--- config.mk ---
export PLATFORM = sky130hd
export DESIGN_NAME = ordered_list_table_engine
export DESIGN_NICKNAME = d
export VERILOG_FILES = /design/src/sv/oltab_pkg.sv /design/src/sv/oltab_ctrl.sv /design/src/sv/oltab_dp.sv /design/src/sv/ordered_list_table_engine.sv
export SDC_FILE = /design/constraint.sdc
export NUM_CORES = 2
export LEC_CHECK = 0
export ABC_CLOCK_PERIOD_IN_PS = 8500
export BUFFER_PORTS_ARGS = -buffer_cell sky130_fd_sc_hd__buf_2
export CELL_PAD_IN_SITES_DETAIL_PLACEMENT = 1
export CELL_PAD_IN_SITES_GLOBAL_PLACEMENT = 1
export CORE_AREA = 5 5 335 337
export DETAILED_ROUTE_END_ITERATION = 8
export DIE_AREA = 0 0 340 342
export GPL_TIMING_DRIVEN = 0
export PLACE_DENSITY_LB_ADDON = 0.1
export SLEW_MARGIN = 25
export SYNTH_ARGS = -nofsm -noshare
export SYNTH_HDL_FRONTEND = slang
export SYNTH_SLANG_ARGS = --single-unit
export TNS_END_PERCENT = 5
--- constraint.sdc ---
create_clock -name clk -period 8.5 [get_ports clk]
set_clock_uncertainty 0.1 [all_clocks]
set_input_delay 0.425 -clock clk [delete_from_list [all_inputs] [get_ports clk]]
set_output_delay 0.425 -clock clk [all_outputs]
set_load 0.05 [all_outputs]
--- src/sv/oltab_pkg.sv ---
// oltab_pkg: shared types for the ordered list table engine
// beat payloads, opcodes, status codes, controller/datapath command and status structs
// no dependencies
package oltab_pkg;

    typedef enum logic [2:0] {
        OP_APPEND      = 3'd0,
        OP_INSERT_AT   = 3'd1,
        OP_DELETE_AT   = 3'd2,
        OP_DELETE_KEY  = 3'd3,
        OP_LINEAR_FIND = 3'd4,
        OP_BINARY_FIND = 3'd5,
        OP_SORT        = 3'd6,
        OP_READ_AT     = 3'd7
    } op_t;

    typedef enum logic [2:0] {
        ST_OK       = 3'd0,
        ST_FULL     = 3'd1,
        ST_EMPTY    = 3'd2,
        ST_BADPOS   = 3'd3,
        ST_NOTFOUND = 3'd4
    } status_t;

    typedef struct packed {
        logic [2:0]         opcode;
        logic [5:0]         position;
        logic signed [31:0] key_value;
    } in_item_t;

    typedef struct packed {
        logic [2:0]         status;
        logic [4:0]         found_index;
        logic signed [31:0] read_value;
        logic [5:0]         fill_count;
    } out_item_t;

    // read address select
    typedef enum logic [2:0] {
        RD_ZERO, RD_CNTM1, RD_POS, RD_POSM1, RD_PTRP1, RD_PTRP2, RD_PTRM2, RD_MID
    } rd_sel_t;

    // write address select
    typedef enum logic [2:0] {
        WA_COUNT, WA_PTR, WA_PTRM1, WA_POSM1, WA_END
    } wa_sel_t;

    typedef enum logic [1:0] {
        WD_KEY, WD_RDATA, WD_CARRY, WD_SORT
    } wd_sel_t;

    typedef enum logic [2:0] {
        P_HOLD, P_ZERO, P_INC, P_DEC, P_CNT, P_POSM1, P_MID
    } ptr_op_t;

    typedef enum logic [1:0] {
        C_HOLD, C_INC, C_DEC
    } cnt_op_t;

    typedef enum logic [1:0] {
        CA_HOLD, CA_LOAD, CA_SORT
    } carry_op_t;

    typedef enum logic [1:0] {
        E_HOLD, E_INIT, E_DEC
    } end_op_t;

    typedef enum logic [1:0] {
        B_HOLD, B_INIT, B_HI, B_LO
    } bs_op_t;

    typedef enum logic [1:0] {
        IX_COUNT, IX_POSM1, IX_PTR
    } ix_sel_t;

    typedef struct packed {
        logic      capture;
        logic      rd_en;
        rd_sel_t   rd_sel;
        logic      wr_en;
        wa_sel_t   wa_sel;
        wd_sel_t   wd_sel;
        ptr_op_t   ptr_op;
        cnt_op_t   cnt_op;
        carry_op_t carry_op;
        end_op_t   end_op;
        bs_op_t    bs_op;
        logic      res_status_we;
        status_t   res_status;
        logic      res_idx_we;
        ix_sel_t   ix_sel;
        logic      res_val_we;
        logic      out_load;
    } cmd_t;

    typedef struct packed {
        op_t  op;
        logic full;
        logic empty;
        logic cnt_le1;
        logic ins_direct;
        logic ins_bad;
        logic pos_bad;
        logic pos_last;
        logic match;
        logic ptr_last;
        logic shup_done;
        logic shdn_done;
        logic bs_open;
        logic bs_gt;
        logic sort_at_end;
        logic sort_last_pass;
        logic out_free;
    } stat_t;

endpackage

--- src/sv/oltab_ctrl.sv ---
// oltab_ctrl: sequencing state machine for the ordered list table engine
// drives oltab_pkg::cmd_t to the datapath, reads oltab_pkg::stat_t back
// depends on oltab_pkg
module oltab_ctrl (
    input  logic              clk,
    input  logic              rst_n,
    input  logic              in_valid,
    output logic              in_ready,
    input  oltab_pkg::stat_t  st,
    output oltab_pkg::cmd_t   cmd
);
    import oltab_pkg::*;

    typedef enum logic [12:0] {
        S_IDLE      = 13'b0000000000001,
        S_DECODE    = 13'b0000000000010,
        S_SCAN      = 13'b0000000000100,
        S_SHIFTUP   = 13'b0000000001000,
        S_PUT       = 13'b0000000010000,
        S_SHIFTDN   = 13'b0000000100000,
        S_READ_OUT  = 13'b0000001000000,
        S_BS_RD     = 13'b0000010000000,
        S_BS_CMP    = 13'b0000100000000,
        S_SORT_LOAD = 13'b0001000000000,
        S_SORT_STEP = 13'b0010000000000,
        S_SORT_END  = 13'b0100000000000,
        S_DONE      = 13'b1000000000000
    } state_t;

    state_t state_reg;
    state_t state_next;

    always_comb
    begin
        state_next = state_reg;
        cmd        = '0;
        in_ready   = 1'b0;
        unique case (state_reg)
            S_IDLE:
            begin
                in_ready = 1'b1;
                if (in_valid)
                begin
                    cmd.capture = 1'b1;
                    state_next  = S_DECODE;
                end
            end
            S_DECODE:
            begin
                state_next = S_DONE;
                unique case (st.op)
                    OP_APPEND, OP_INSERT_AT:
                    begin
                        if (st.full)
                        begin
                            cmd.res_status_we = 1'b1;
                            cmd.res_status    = ST_FULL;
                        end
                        else if (st.op == OP_APPEND || st.ins_direct)
                        begin
                            cmd.wr_en      = 1'b1;
                            cmd.wa_sel     = WA_COUNT;
                            cmd.wd_sel     = WD_KEY;
                            cmd.res_idx_we = 1'b1;
                            cmd.ix_sel     = IX_COUNT;
                            cmd.cnt_op     = C_INC;
                        end
                        else if (st.ins_bad)
                        begin
                            cmd.res_status_we = 1'b1;
                            cmd.res_status    = ST_BADPOS;
                        end
                        else
                        begin
                            cmd.rd_en  = 1'b1;
                            cmd.rd_sel = RD_CNTM1;
                            cmd.ptr_op = P_CNT;
                            state_next = S_SHIFTUP;
                        end
                    end
                    OP_DELETE_AT:
                    begin
                        if (st.empty)
                        begin
                            cmd.res_status_we = 1'b1;
                            cmd.res_status    = ST_EMPTY;
                        end
                        else if (st.pos_bad)
                        begin
                            cmd.res_status_we = 1'b1;
                            cmd.res_status    = ST_BADPOS;
                        end
                        else
                        begin
                            cmd.res_idx_we = 1'b1;
                            cmd.ix_sel     = IX_POSM1;
                            cmd.ptr_op     = P_POSM1;
                            if (st.pos_last)
                            begin
                                cmd.cnt_op = C_DEC;
                            end
                            else
                            begin
                                cmd.rd_en  = 1'b1;
                                cmd.rd_sel = RD_POS;
                                state_next = S_SHIFTDN;
                            end
                        end
                    end
                    OP_DELETE_KEY, OP_LINEAR_FIND:
                    begin
                        if (st.empty)
                        begin
                            cmd.res_status_we = 1'b1;
                            cmd.res_status    = (st.op == OP_DELETE_KEY) ? ST_EMPTY
                                                                         : ST_NOTFOUND;
                        end
                        else
                        begin
                            cmd.rd_en  = 1'b1;
                            cmd.rd_sel = RD_ZERO;
                            cmd.ptr_op = P_ZERO;
                            state_next = S_SCAN;
                        end
                    end
                    OP_BINARY_FIND:
                    begin
                        cmd.bs_op  = B_INIT;
                        state_next = S_BS_RD;
                    end
                    OP_SORT:
                    begin
                        if (!st.cnt_le1)
                        begin
                            cmd.rd_en  = 1'b1;
                            cmd.rd_sel = RD_ZERO;
                            cmd.ptr_op = P_ZERO;
                            cmd.end_op = E_INIT;
                            state_next = S_SORT_LOAD;
                        end
                    end
                    OP_READ_AT:
                    begin
                        if (st.empty)
                        begin
                            cmd.res_status_we = 1'b1;
                            cmd.res_status    = ST_EMPTY;
                        end
                        else if (st.pos_bad)
                        begin
                            cmd.res_status_we = 1'b1;
                            cmd.res_status    = ST_BADPOS;
                        end
                        else
                        begin
                            cmd.rd_en      = 1'b1;
                            cmd.rd_sel     = RD_POSM1;
                            cmd.res_idx_we = 1'b1;
                            cmd.ix_sel     = IX_POSM1;
                            state_next     = S_READ_OUT;
                        end
                    end
                endcase
            end
            S_SCAN:
            begin
                if (st.match)
                begin
                    cmd.res_idx_we = 1'b1;
                    cmd.ix_sel     = IX_PTR;
                    state_next     = S_DONE;
                    if (st.op == OP_DELETE_KEY)
                    begin
                        if (st.ptr_last)
                        begin
                            cmd.cnt_op = C_DEC;
                        end
                        else
                        begin
                            cmd.rd_en  = 1'b1;
                            cmd.rd_sel = RD_PTRP1;
                            state_next = S_SHIFTDN;
                        end
                    end
                end
                else if (st.ptr_last)
                begin
                    cmd.res_status_we = 1'b1;
                    cmd.res_status    = ST_NOTFOUND;
                    state_next        = S_DONE;
                end
                else
                begin
                    cmd.rd_en  = 1'b1;
                    cmd.rd_sel = RD_PTRP1;
                    cmd.ptr_op = P_INC;
                end
            end
            S_SHIFTDN:
            begin
                cmd.wr_en  = 1'b1;
                cmd.wa_sel = WA_PTR;
                cmd.wd_sel = WD_RDATA;
                if (st.shdn_done)
                begin
                    cmd.cnt_op = C_DEC;
                    state_next = S_DONE;
                end
                else
                begin
                    cmd.rd_en  = 1'b1;
                    cmd.rd_sel = RD_PTRP2;
                    cmd.ptr_op = P_INC;
                end
            end
            S_SHIFTUP:
            begin
                cmd.wr_en  = 1'b1;
                cmd.wa_sel = WA_PTR;
                cmd.wd_sel = WD_RDATA;
                if (st.shup_done)
                begin
                    state_next = S_PUT;
                end
                else
                begin
                    cmd.rd_en  = 1'b1;
                    cmd.rd_sel = RD_PTRM2;
                    cmd.ptr_op = P_DEC;
                end
            end
            S_PUT:
            begin
                cmd.wr_en      = 1'b1;
                cmd.wa_sel     = WA_POSM1;
                cmd.wd_sel     = WD_KEY;
                cmd.res_idx_we = 1'b1;
                cmd.ix_sel     = IX_POSM1;
                cmd.cnt_op     = C_INC;
                state_next     = S_DONE;
            end
            S_READ_OUT:
            begin
                cmd.res_val_we = 1'b1;
                state_next     = S_DONE;
            end
            S_BS_RD:
            begin
                if (st.bs_open)
                begin
                    cmd.rd_en  = 1'b1;
                    cmd.rd_sel = RD_MID;
                    cmd.ptr_op = P_MID;
                    state_next = S_BS_CMP;
                end
                else
                begin
                    cmd.res_status_we = 1'b1;
                    cmd.res_status    = ST_NOTFOUND;
                    state_next        = S_DONE;
                end
            end
            S_BS_CMP:
            begin
                if (st.match)
                begin
                    cmd.res_idx_we = 1'b1;
                    cmd.ix_sel     = IX_PTR;
                    state_next     = S_DONE;
                end
                else
                begin
                    cmd.bs_op  = st.bs_gt ? B_HI : B_LO;
                    state_next = S_BS_RD;
                end
            end
            S_SORT_LOAD:
            begin
                cmd.carry_op = CA_LOAD;
                cmd.rd_en    = 1'b1;
                cmd.rd_sel   = RD_PTRP1;
                cmd.ptr_op   = P_INC;
                state_next   = S_SORT_STEP;
            end
            S_SORT_STEP:
            begin
                // smaller of the pair drops to the slot below, larger rides on
                cmd.wr_en    = 1'b1;
                cmd.wa_sel   = WA_PTRM1;
                cmd.wd_sel   = WD_SORT;
                cmd.carry_op = CA_SORT;
                if (st.sort_at_end)
                begin
                    state_next = S_SORT_END;
                end
                else
                begin
                    cmd.rd_en  = 1'b1;
                    cmd.rd_sel = RD_PTRP1;
                    cmd.ptr_op = P_INC;
                end
            end
            S_SORT_END:
            begin
                cmd.wr_en  = 1'b1;
                cmd.wa_sel = WA_END;
                cmd.wd_sel = WD_CARRY;
                if (st.sort_last_pass)
                begin
                    state_next = S_DONE;
                end
                else
                begin
                    cmd.end_op = E_DEC;
                    cmd.rd_en  = 1'b1;
                    cmd.rd_sel = RD_ZERO;
                    cmd.ptr_op = P_ZERO;
                    state_next = S_SORT_LOAD;
                end
            end
            S_DONE:
            begin
                if (st.out_free)
                begin
                    cmd.out_load = 1'b1;
                    state_next   = S_IDLE;
                end
            end
            default:
            begin
                state_next = S_IDLE;
            end
        endcase
    end

    always_ff @(posedge clk or negedge rst_n)
    begin
        if (!rst_n)
        begin
            state_reg <= S_IDLE;
        end
        else
        begin
            state_reg <= state_next;
        end
    end

endmodule

--- src/sv/oltab_dp.sv ---
// oltab_dp: datapath of the ordered list table engine
// list memory, fill count, pointers, compares and the output beat register
// depends on oltab_pkg
module oltab_dp #(
    parameter int LIST_DEPTH = 32
) (
    input  logic                 clk,
    input  logic                 rst_n,
    input  oltab_pkg::in_item_t  in_data,
    input  oltab_pkg::cmd_t      cmd,
    output oltab_pkg::stat_t     st,
    output logic                 out_valid,
    input  logic                 out_ready,
    output oltab_pkg::out_item_t out_data
);
    import oltab_pkg::*;

    localparam int AW = $clog2(LIST_DEPTH);
    localparam int CW = $clog2(LIST_DEPTH + 1);
    localparam int XW = ((CW > 6) ? CW : 6) + 1;

    logic signed [31:0] list_mem [LIST_DEPTH];
    logic signed [31:0] rdata_reg;

    logic [2:0]         op_reg, op_next;
    logic [5:0]         pos_reg, pos_next;
    logic signed [31:0] key_reg, key_next;
    logic [CW-1:0]      count_reg, count_next;
    logic [CW-1:0]      ptr_reg, ptr_next;
    logic [CW-1:0]      end_reg, end_next;
    logic [CW-1:0]      lo_reg, lo_next;
    logic [CW-1:0]      hi_reg, hi_next;
    logic signed [31:0] carry_reg, carry_next;
    status_t            res_status_reg, res_status_next;
    logic [4:0]         res_idx_reg, res_idx_next;
    logic signed [31:0] res_val_reg, res_val_next;
    out_item_t          out_reg, out_next;
    logic               out_valid_reg, out_valid_next;

    logic [XW-1:0]      pos_x, cnt_x, ptr_x, end_x;
    logic [XW-1:0]      rd_full, wr_full, ix_full;
    logic [CW:0]        bs_sum;
    logic [CW-1:0]      mid;
    logic               sort_less;
    logic signed [31:0] wr_data;

    assign pos_x  = XW'(pos_reg);
    assign cnt_x  = XW'(count_reg);
    assign ptr_x  = XW'(ptr_reg);
    assign end_x  = XW'(end_reg);
    assign bs_sum = {1'b0, lo_reg} + {1'b0, hi_reg};
    assign mid    = bs_sum[CW:1];
    assign sort_less = rdata_reg < carry_reg;

    always_comb
    begin
        st.op             = op_t'(op_reg);
        st.full           = count_reg == CW'(LIST_DEPTH);
        st.empty          = count_reg == '0;
        st.cnt_le1        = cnt_x <= XW'(1);
        st.ins_direct     = (count_reg == '0) || (pos_x == cnt_x + XW'(1));
        st.ins_bad        = (pos_x == '0) || (pos_x > cnt_x + XW'(1));
        st.pos_bad        = (pos_x == '0) || (pos_x > cnt_x);
        st.pos_last       = pos_x == cnt_x;
        st.match          = rdata_reg == key_reg;
        st.ptr_last       = ptr_x + XW'(1) == cnt_x;
        st.shup_done      = ptr_x == pos_x;
        st.shdn_done      = ptr_x + XW'(2) == cnt_x;
        st.bs_open        = lo_reg < hi_reg;
        st.bs_gt          = rdata_reg > key_reg;
        st.sort_at_end    = ptr_reg == end_reg;
        st.sort_last_pass = end_reg == CW'(1);
        st.out_free       = !out_valid_reg || out_ready;
    end

    always_comb
    begin
        unique case (cmd.rd_sel)
            RD_ZERO:  rd_full = '0;
            RD_CNTM1: rd_full = cnt_x - XW'(1);
            RD_POS:   rd_full = pos_x;
            RD_POSM1: rd_full = pos_x - XW'(1);
            RD_PTRP1: rd_full = ptr_x + XW'(1);
            RD_PTRP2: rd_full = ptr_x + XW'(2);
            RD_PTRM2: rd_full = ptr_x - XW'(2);
            RD_MID:   rd_full = XW'(mid);
            default:  rd_full = '0;
        endcase

        unique case (cmd.wa_sel)
            WA_COUNT: wr_full = cnt_x;
            WA_PTR:   wr_full = ptr_x;
            WA_PTRM1: wr_full = ptr_x - XW'(1);
            WA_POSM1: wr_full = pos_x - XW'(1);
            WA_END:   wr_full = end_x;
            default:  wr_full = '0;
        endcase

        unique case (cmd.wd_sel)
            WD_KEY:   wr_data = key_reg;
            WD_RDATA: wr_data = rdata_reg;
            WD_CARRY: wr_data = carry_reg;
            WD_SORT:  wr_data = sort_less ? rdata_reg : carry_reg;
            default:  wr_data = key_reg;
        endcase

        unique case (cmd.ix_sel)
            IX_COUNT: ix_full = cnt_x;
            IX_POSM1: ix_full = pos_x - XW'(1);
            IX_PTR:   ix_full = ptr_x;
            default:  ix_full = '0;
        endcase
    end

    // list storage, registered read port
    always_ff @(posedge clk)
    begin
        if (cmd.wr_en)
        begin
            list_mem[wr_full[AW-1:0]] <= wr_data;
        end
        if (cmd.rd_en)
        begin
            rdata_reg <= list_mem[rd_full[AW-1:0]];
        end
    end

    always_comb
    begin
        op_next         = op_reg;
        pos_next        = pos_reg;
        key_next        = key_reg;
        res_status_next = res_status_reg;
        res_idx_next    = res_idx_reg;
        res_val_next    = res_val_reg;
        if (cmd.capture)
        begin
            op_next         = in_data.opcode;
            pos_next        = in_data.position;
            key_next        = in_data.key_value;
            res_status_next = ST_OK;
            res_idx_next    = '0;
            res_val_next    = '0;
        end
        if (cmd.res_status_we)
        begin
            res_status_next = cmd.res_status;
        end
        if (cmd.res_idx_we)
        begin
            res_idx_next = ix_full[4:0];
        end
        if (cmd.res_val_we)
        begin
            res_val_next = rdata_reg;
        end

        unique case (cmd.cnt_op)
            C_HOLD:  count_next = count_reg;
            C_INC:   count_next = count_reg + CW'(1);
            C_DEC:   count_next = count_reg - CW'(1);
            default: count_next = count_reg;
        endcase

        unique case (cmd.ptr_op)
            P_HOLD:  ptr_next = ptr_reg;
            P_ZERO:  ptr_next = '0;
            P_INC:   ptr_next = ptr_reg + CW'(1);
            P_DEC:   ptr_next = ptr_reg - CW'(1);
            P_CNT:   ptr_next = count_reg;
            P_POSM1: ptr_next = CW'(pos_x - XW'(1));
            P_MID:   ptr_next = mid;
            default: ptr_next = ptr_reg;
        endcase

        unique case (cmd.end_op)
            E_HOLD:  end_next = end_reg;
            E_INIT:  end_next = count_reg - CW'(1);
            E_DEC:   end_next = end_reg - CW'(1);
            default: end_next = end_reg;
        endcase

        lo_next = lo_reg;
        hi_next = hi_reg;
        unique case (cmd.bs_op)
            B_HOLD:
            begin
            end
            B_INIT:
            begin
                lo_next = '0;
                hi_next = count_reg;
            end
            B_HI:
            begin
                hi_next = ptr_reg;
            end
            B_LO:
            begin
                lo_next = ptr_reg + CW'(1);
            end
            default:
            begin
            end
        endcase

        unique case (cmd.carry_op)
            CA_HOLD: carry_next = carry_reg;
            CA_LOAD: carry_next = rdata_reg;
            CA_SORT: carry_next = sort_less ? carry_reg : rdata_reg;
            default: carry_next = carry_reg;
        endcase

        out_next       = out_reg;
        out_valid_next = out_valid_reg && !out_ready;
        if (cmd.out_load)
        begin
            out_next.status      = res_status_reg;
            out_next.found_index = res_idx_reg;
            out_next.read_value  = res_val_reg;
            out_next.fill_count  = 6'(count_reg);
            out_valid_next       = 1'b1;
        end
    end

    always_ff @(posedge clk or negedge rst_n)
    begin
        if (!rst_n)
        begin
            count_reg     <= '0;
            out_valid_reg <= 1'b0;
        end
        else
        begin
            count_reg     <= count_next;
            out_valid_reg <= out_valid_next;
        end
    end

    always_ff @(posedge clk)
    begin
        op_reg         <= op_next;
        pos_reg        <= pos_next;
        key_reg        <= key_next;
        ptr_reg        <= ptr_next;
        end_reg        <= end_next;
        lo_reg         <= lo_next;
        hi_reg         <= hi_next;
        carry_reg      <= carry_next;
        res_status_reg <= res_status_next;
        res_idx_reg    <= res_idx_next;
        res_val_reg    <= res_val_next;
        out_reg        <= out_next;
    end

    assign out_valid = out_valid_reg;
    assign out_data  = out_reg;

endmodule

--- src/sv/ordered_list_table_engine.sv ---
// Ordered list table engine: a bounded list of signed 32-bit keys held in a
// memory with one read and one write port and a registered read, worked on
// one beat at a time. Insert at a position moves the entries from that
// position on up by one and delete at a position moves the entries after it
// down by one; delete by key and linear find scan from the start, delete by
// key then moving the entries after the match down; binary find halves the
// search range each step; sort is a bubble sort of n-1 passes, n being the
// fill count. The memory takes one read and one write per cycle.
// Results sit in an output register, so a new beat is taken while the last
// result still waits. The list contents come out of reset undefined and the
// fill count comes out as zero.
// depends on oltab_pkg, oltab_ctrl, oltab_dp
module ordered_list_table_engine #(
    parameter int LIST_DEPTH = 32
) (
    input  logic                 clk,
    input  logic                 rst_n,
    input  logic                 in_valid,
    output logic                 in_ready,
    input  oltab_pkg::in_item_t  in_data,
    output logic                 out_valid,
    input  logic                 out_ready,
    output oltab_pkg::out_item_t out_data
);
    import oltab_pkg::*;

    cmd_t  cmd;
    stat_t st;

    oltab_ctrl u_ctrl (
        .clk      (clk),
        .rst_n    (rst_n),
        .in_valid (in_valid),
        .in_ready (in_ready),
        .st       (st),
        .cmd      (cmd)
    );

    oltab_dp #(
        .LIST_DEPTH (LIST_DEPTH)
    ) u_dp (
        .clk       (clk),
        .rst_n     (rst_n),
        .in_data   (in_data),
        .cmd       (cmd),
        .st        (st),
        .out_valid (out_valid),
        .out_ready (out_ready),
        .out_data  (out_data)
    );

endmodule
==> qor.yml <==
pwr:
  ir_drop_v: 0.000211
  p_leak_nw: 21.5
  finalPower_w: 0.0157
  p_per_area_nw_per_um2: 249
timing:
  worst_pin_slew_ns: 1.16
  worst_slack_ns: 0.365
  setup_viol: 0
  fin_tns_setup_ns: 0
  timing.fmax_ghz: 0.123
  max_slew_margin: 0.228
  finalCriticalPeriod_ns: 8.13
  fin_crit_sh: 0.957
  rsz0062_at_grt: "no"
  slew_violations: 0
  hold_viol: 0
grt:
  grt_pass1_vias: 37817
  antenna_found_initial: 12
  grt_pass1_wl_mm: 271
  track_usage: 0.321
  grt_overflow: 0
  grt_max_degree: 33
synth:
  yosys_warnings: 0
  syn_avg_cell_area_um2: 14.1
  synth_edf_count: 1239
  synth_seq_area_share: 0.700
  ys.flop_type: "edfxtp_1"
  synth_area_um2: 53900
  synth.ff_latch_count: 1259
  syn-num-nets: 3974
  postSynthCellCount: 3826
  synth.distinct_cells: 95
  ys_async_sr_fraction: 0.0159
setup_path:
  endpoint_kind: "register"
  crit_type: "reg -> reg"
  crit_chain: "clkbuf_1, clkbuf_1, inv_1, ha_1, xor2_1, a221oi_1, nand3_1, o221ai_1, nor3b_1, o31ai_1, a31oi_1, and2_1, clkbuf_1, buf_2, buf_1, nand3_1, a311oi_1, or3_1, nand3_1"
  cp.arrival_ns: 8.45
  cp.required_ns: 8.81
  max_stage_delay_ns: 0.88
  critical_path.max_fanout: 10
  cp-start-kind: "register"
  slowest_stage: "a311oi_1"
place:
  io_buffers: 92
  dp.cells: 5408
  pre_cts_slack_ns: 0.659
  hpwl_mm: 135
  place_area_um2: 58300
  routabilityCongestion: 0.935
die:
  core_um2: 109000
  die_w_um: 340
  initial_core_util: 0.497
  die_h_um: 342
  io_pins: 93
  num_rows: 121
  die_area_um2: 116000
hold_path:
  min_path_type: "in -> async"
clocking:
  post-cts-setup-buffers: 0
  cts-root-buf: "clkbuf_16"
  cts.sinks: 1259
  post_cts_resized: 0
  htreeDepth: 4
  clkLatencyLatePin_ns: 0.76
  cts_buffers: 135
  clockBufferDepth: 3
  cts_tree: "yes"
  postCtsHoldBufs: 44
  clk_pin_slew_ns: 0.06
routing:
  drt_first_pass_iters: 7
  vias_per_cell: 6.55
  drt-met1-wl_mm: 75.3
  totalWireLength_mm: 189
  wl_per_cell_um: 33.2
  drcViolationCount: 0
  num_vias: 37383
  drtIter0Drc: 4520
  route.antenna.remaining_nets: 0
  highest_layer: "met5"
  wl_met2_mm: 87.2
  wl_met3_mm: 17.7
cells_and_area:
  finalNonFillerCells: 5704
  design_area_um2: 63100
  nets: 4326
  syn2layout_area_growth_pct: 17.0
  largest_reg_flops: 1024
  drive_gt1_frac: 0.129
run:
  drv_cap: 0
outcome:
  status: "finished clean"
Yosys cell counts, types with 16 or more instances:
cell type,instances,area (um^2)
a211oi_1,37,278
nor3_1,82,410
nor2b_1,19,119
o21ai_0,111,556
buf_2,59,295
a21oi_1,125,626
nand2b_1,20,125
ha_1,102,1280
xor2_1,16,140
buf_1,28,105
clkbuf_1,124,465
inv_1,105,394
nand3_1,122,611
a221oi_1,231,2020
nor2_1,189,709
a22oi_1,25,188
xnor2_1,35,307
a221o_1,56,561
mux2i_1,178,1780
edfxtp_1,1239,37200
a21o_1,28,210
a31oi_1,43,269
nand4_1,33,206
a311oi_1,34,298
nand2_1,443,1660
dfrtp_1,19,475
or3_1,32,200
and2_1,44,275
routing by layer:
| metal | global-route usage | vias to the layer above |
|---|---|---|
| li1 | - | 15774 |
| met1 | 0.435 | 19239 |
| met2 | 0.507 | 1977 |
| met3 | 0.0671 | 385 |
| met4 | 0.140 | 8 |
| met5 | 0 | - |
kinds of logic after synthesis:
kind of cell	synth area share
AO/OA/AOI/OAI	0.114
XOR/XNOR	0.00870
adder cells (fa/ha/maj)	0.0240
buffers and inverters	0.0274
flip-flops	0.700
multiplexers	0.0335
AND/OR/NAND/NOR	0.0934
per-stage QoR:
stage	utilization	hold WS [ns]
2_1_floorplan	-	0.0294
3_3_place_gp	0.517	0.301
3_5_place_dp	0.537	0.305
4_1_cts	0.581	0.0996
5_1_grt	0.581	0.149
6_report	0.581	0.0935
critical path: cells and delay by family, from the launching register on:
family / cells / cell delay (ns)
AOI/OAI and AO/OA: 5 / 1.92
xor gates and xnor gates: 1 / 0.13
adders and majority gates: 1 / 0.63
buffers and inverters: 6 / 2.51
DFF: 1 / 0.38
and+or+nand+nor: 6 / 2.10
power by group:
part           switching (W)  total (W)  internal (W)  leakage, nW
Sequential          0.000119    0.00741       0.00729         11.5
Combinational        0.00188    0.00256      0.000680         7.96
Clock                0.00250    0.00575       0.00325         2.08
layout make-up:
class	instances	area, um^2
flip-flops and latches	1259	37700
clock inverters	79	712
multi-input cells	2226	15100
clock buffers	166	3570
plain buffers	234	1070
well taps	1414	1770
diodes	4	10.0
inverters	107	403
repair buffers	215	2730
fillers	10258	45500
layout by cell type, fill, tap and decap left out, drive strengths merged, types with 32 or more instances in the layout:
master,n
a211oi,37
nand4,33
and2,45
nand2,443
a31oi,43
a21oi,129
a311oi,35
mux2i,178
xnor2,35
a221o,56
inv,110
or3,32
o21ai,114
dlygate4sd3,44
nor2,193
edfxtp,1239
a221oi,231
clkinv,65
ha,102
buf,281
nor3,82
clkbuf,290
nand3,122
worst paths after layout:
| path | slack [ns] | endpoint | from | cells past startpoint |
|---|---|---|---|---|
| max reg2reg | 0.37 | u_dp.rdata_reg[9] | u_dp.ptr_reg[1] | 19 |
| min | 0.09 | u_dp.count_reg[3] | rst_n | 2 |
| max in group asynchronous | 7.80 | u_ctrl.state_reg[9] | rst_n | 2 |
| min in group clk | 0.28 | u_dp.key_reg[19] | in_data[19] | 2 |
| max | 0.37 | u_dp.rdata_reg[9] | u_dp.ptr_reg[1] | 19 |
| min reg2reg | 0.31 | u_dp.out_data[45] | u_dp.res_status_reg[2] | 0 |
Power figures use the tool's default switching activity.
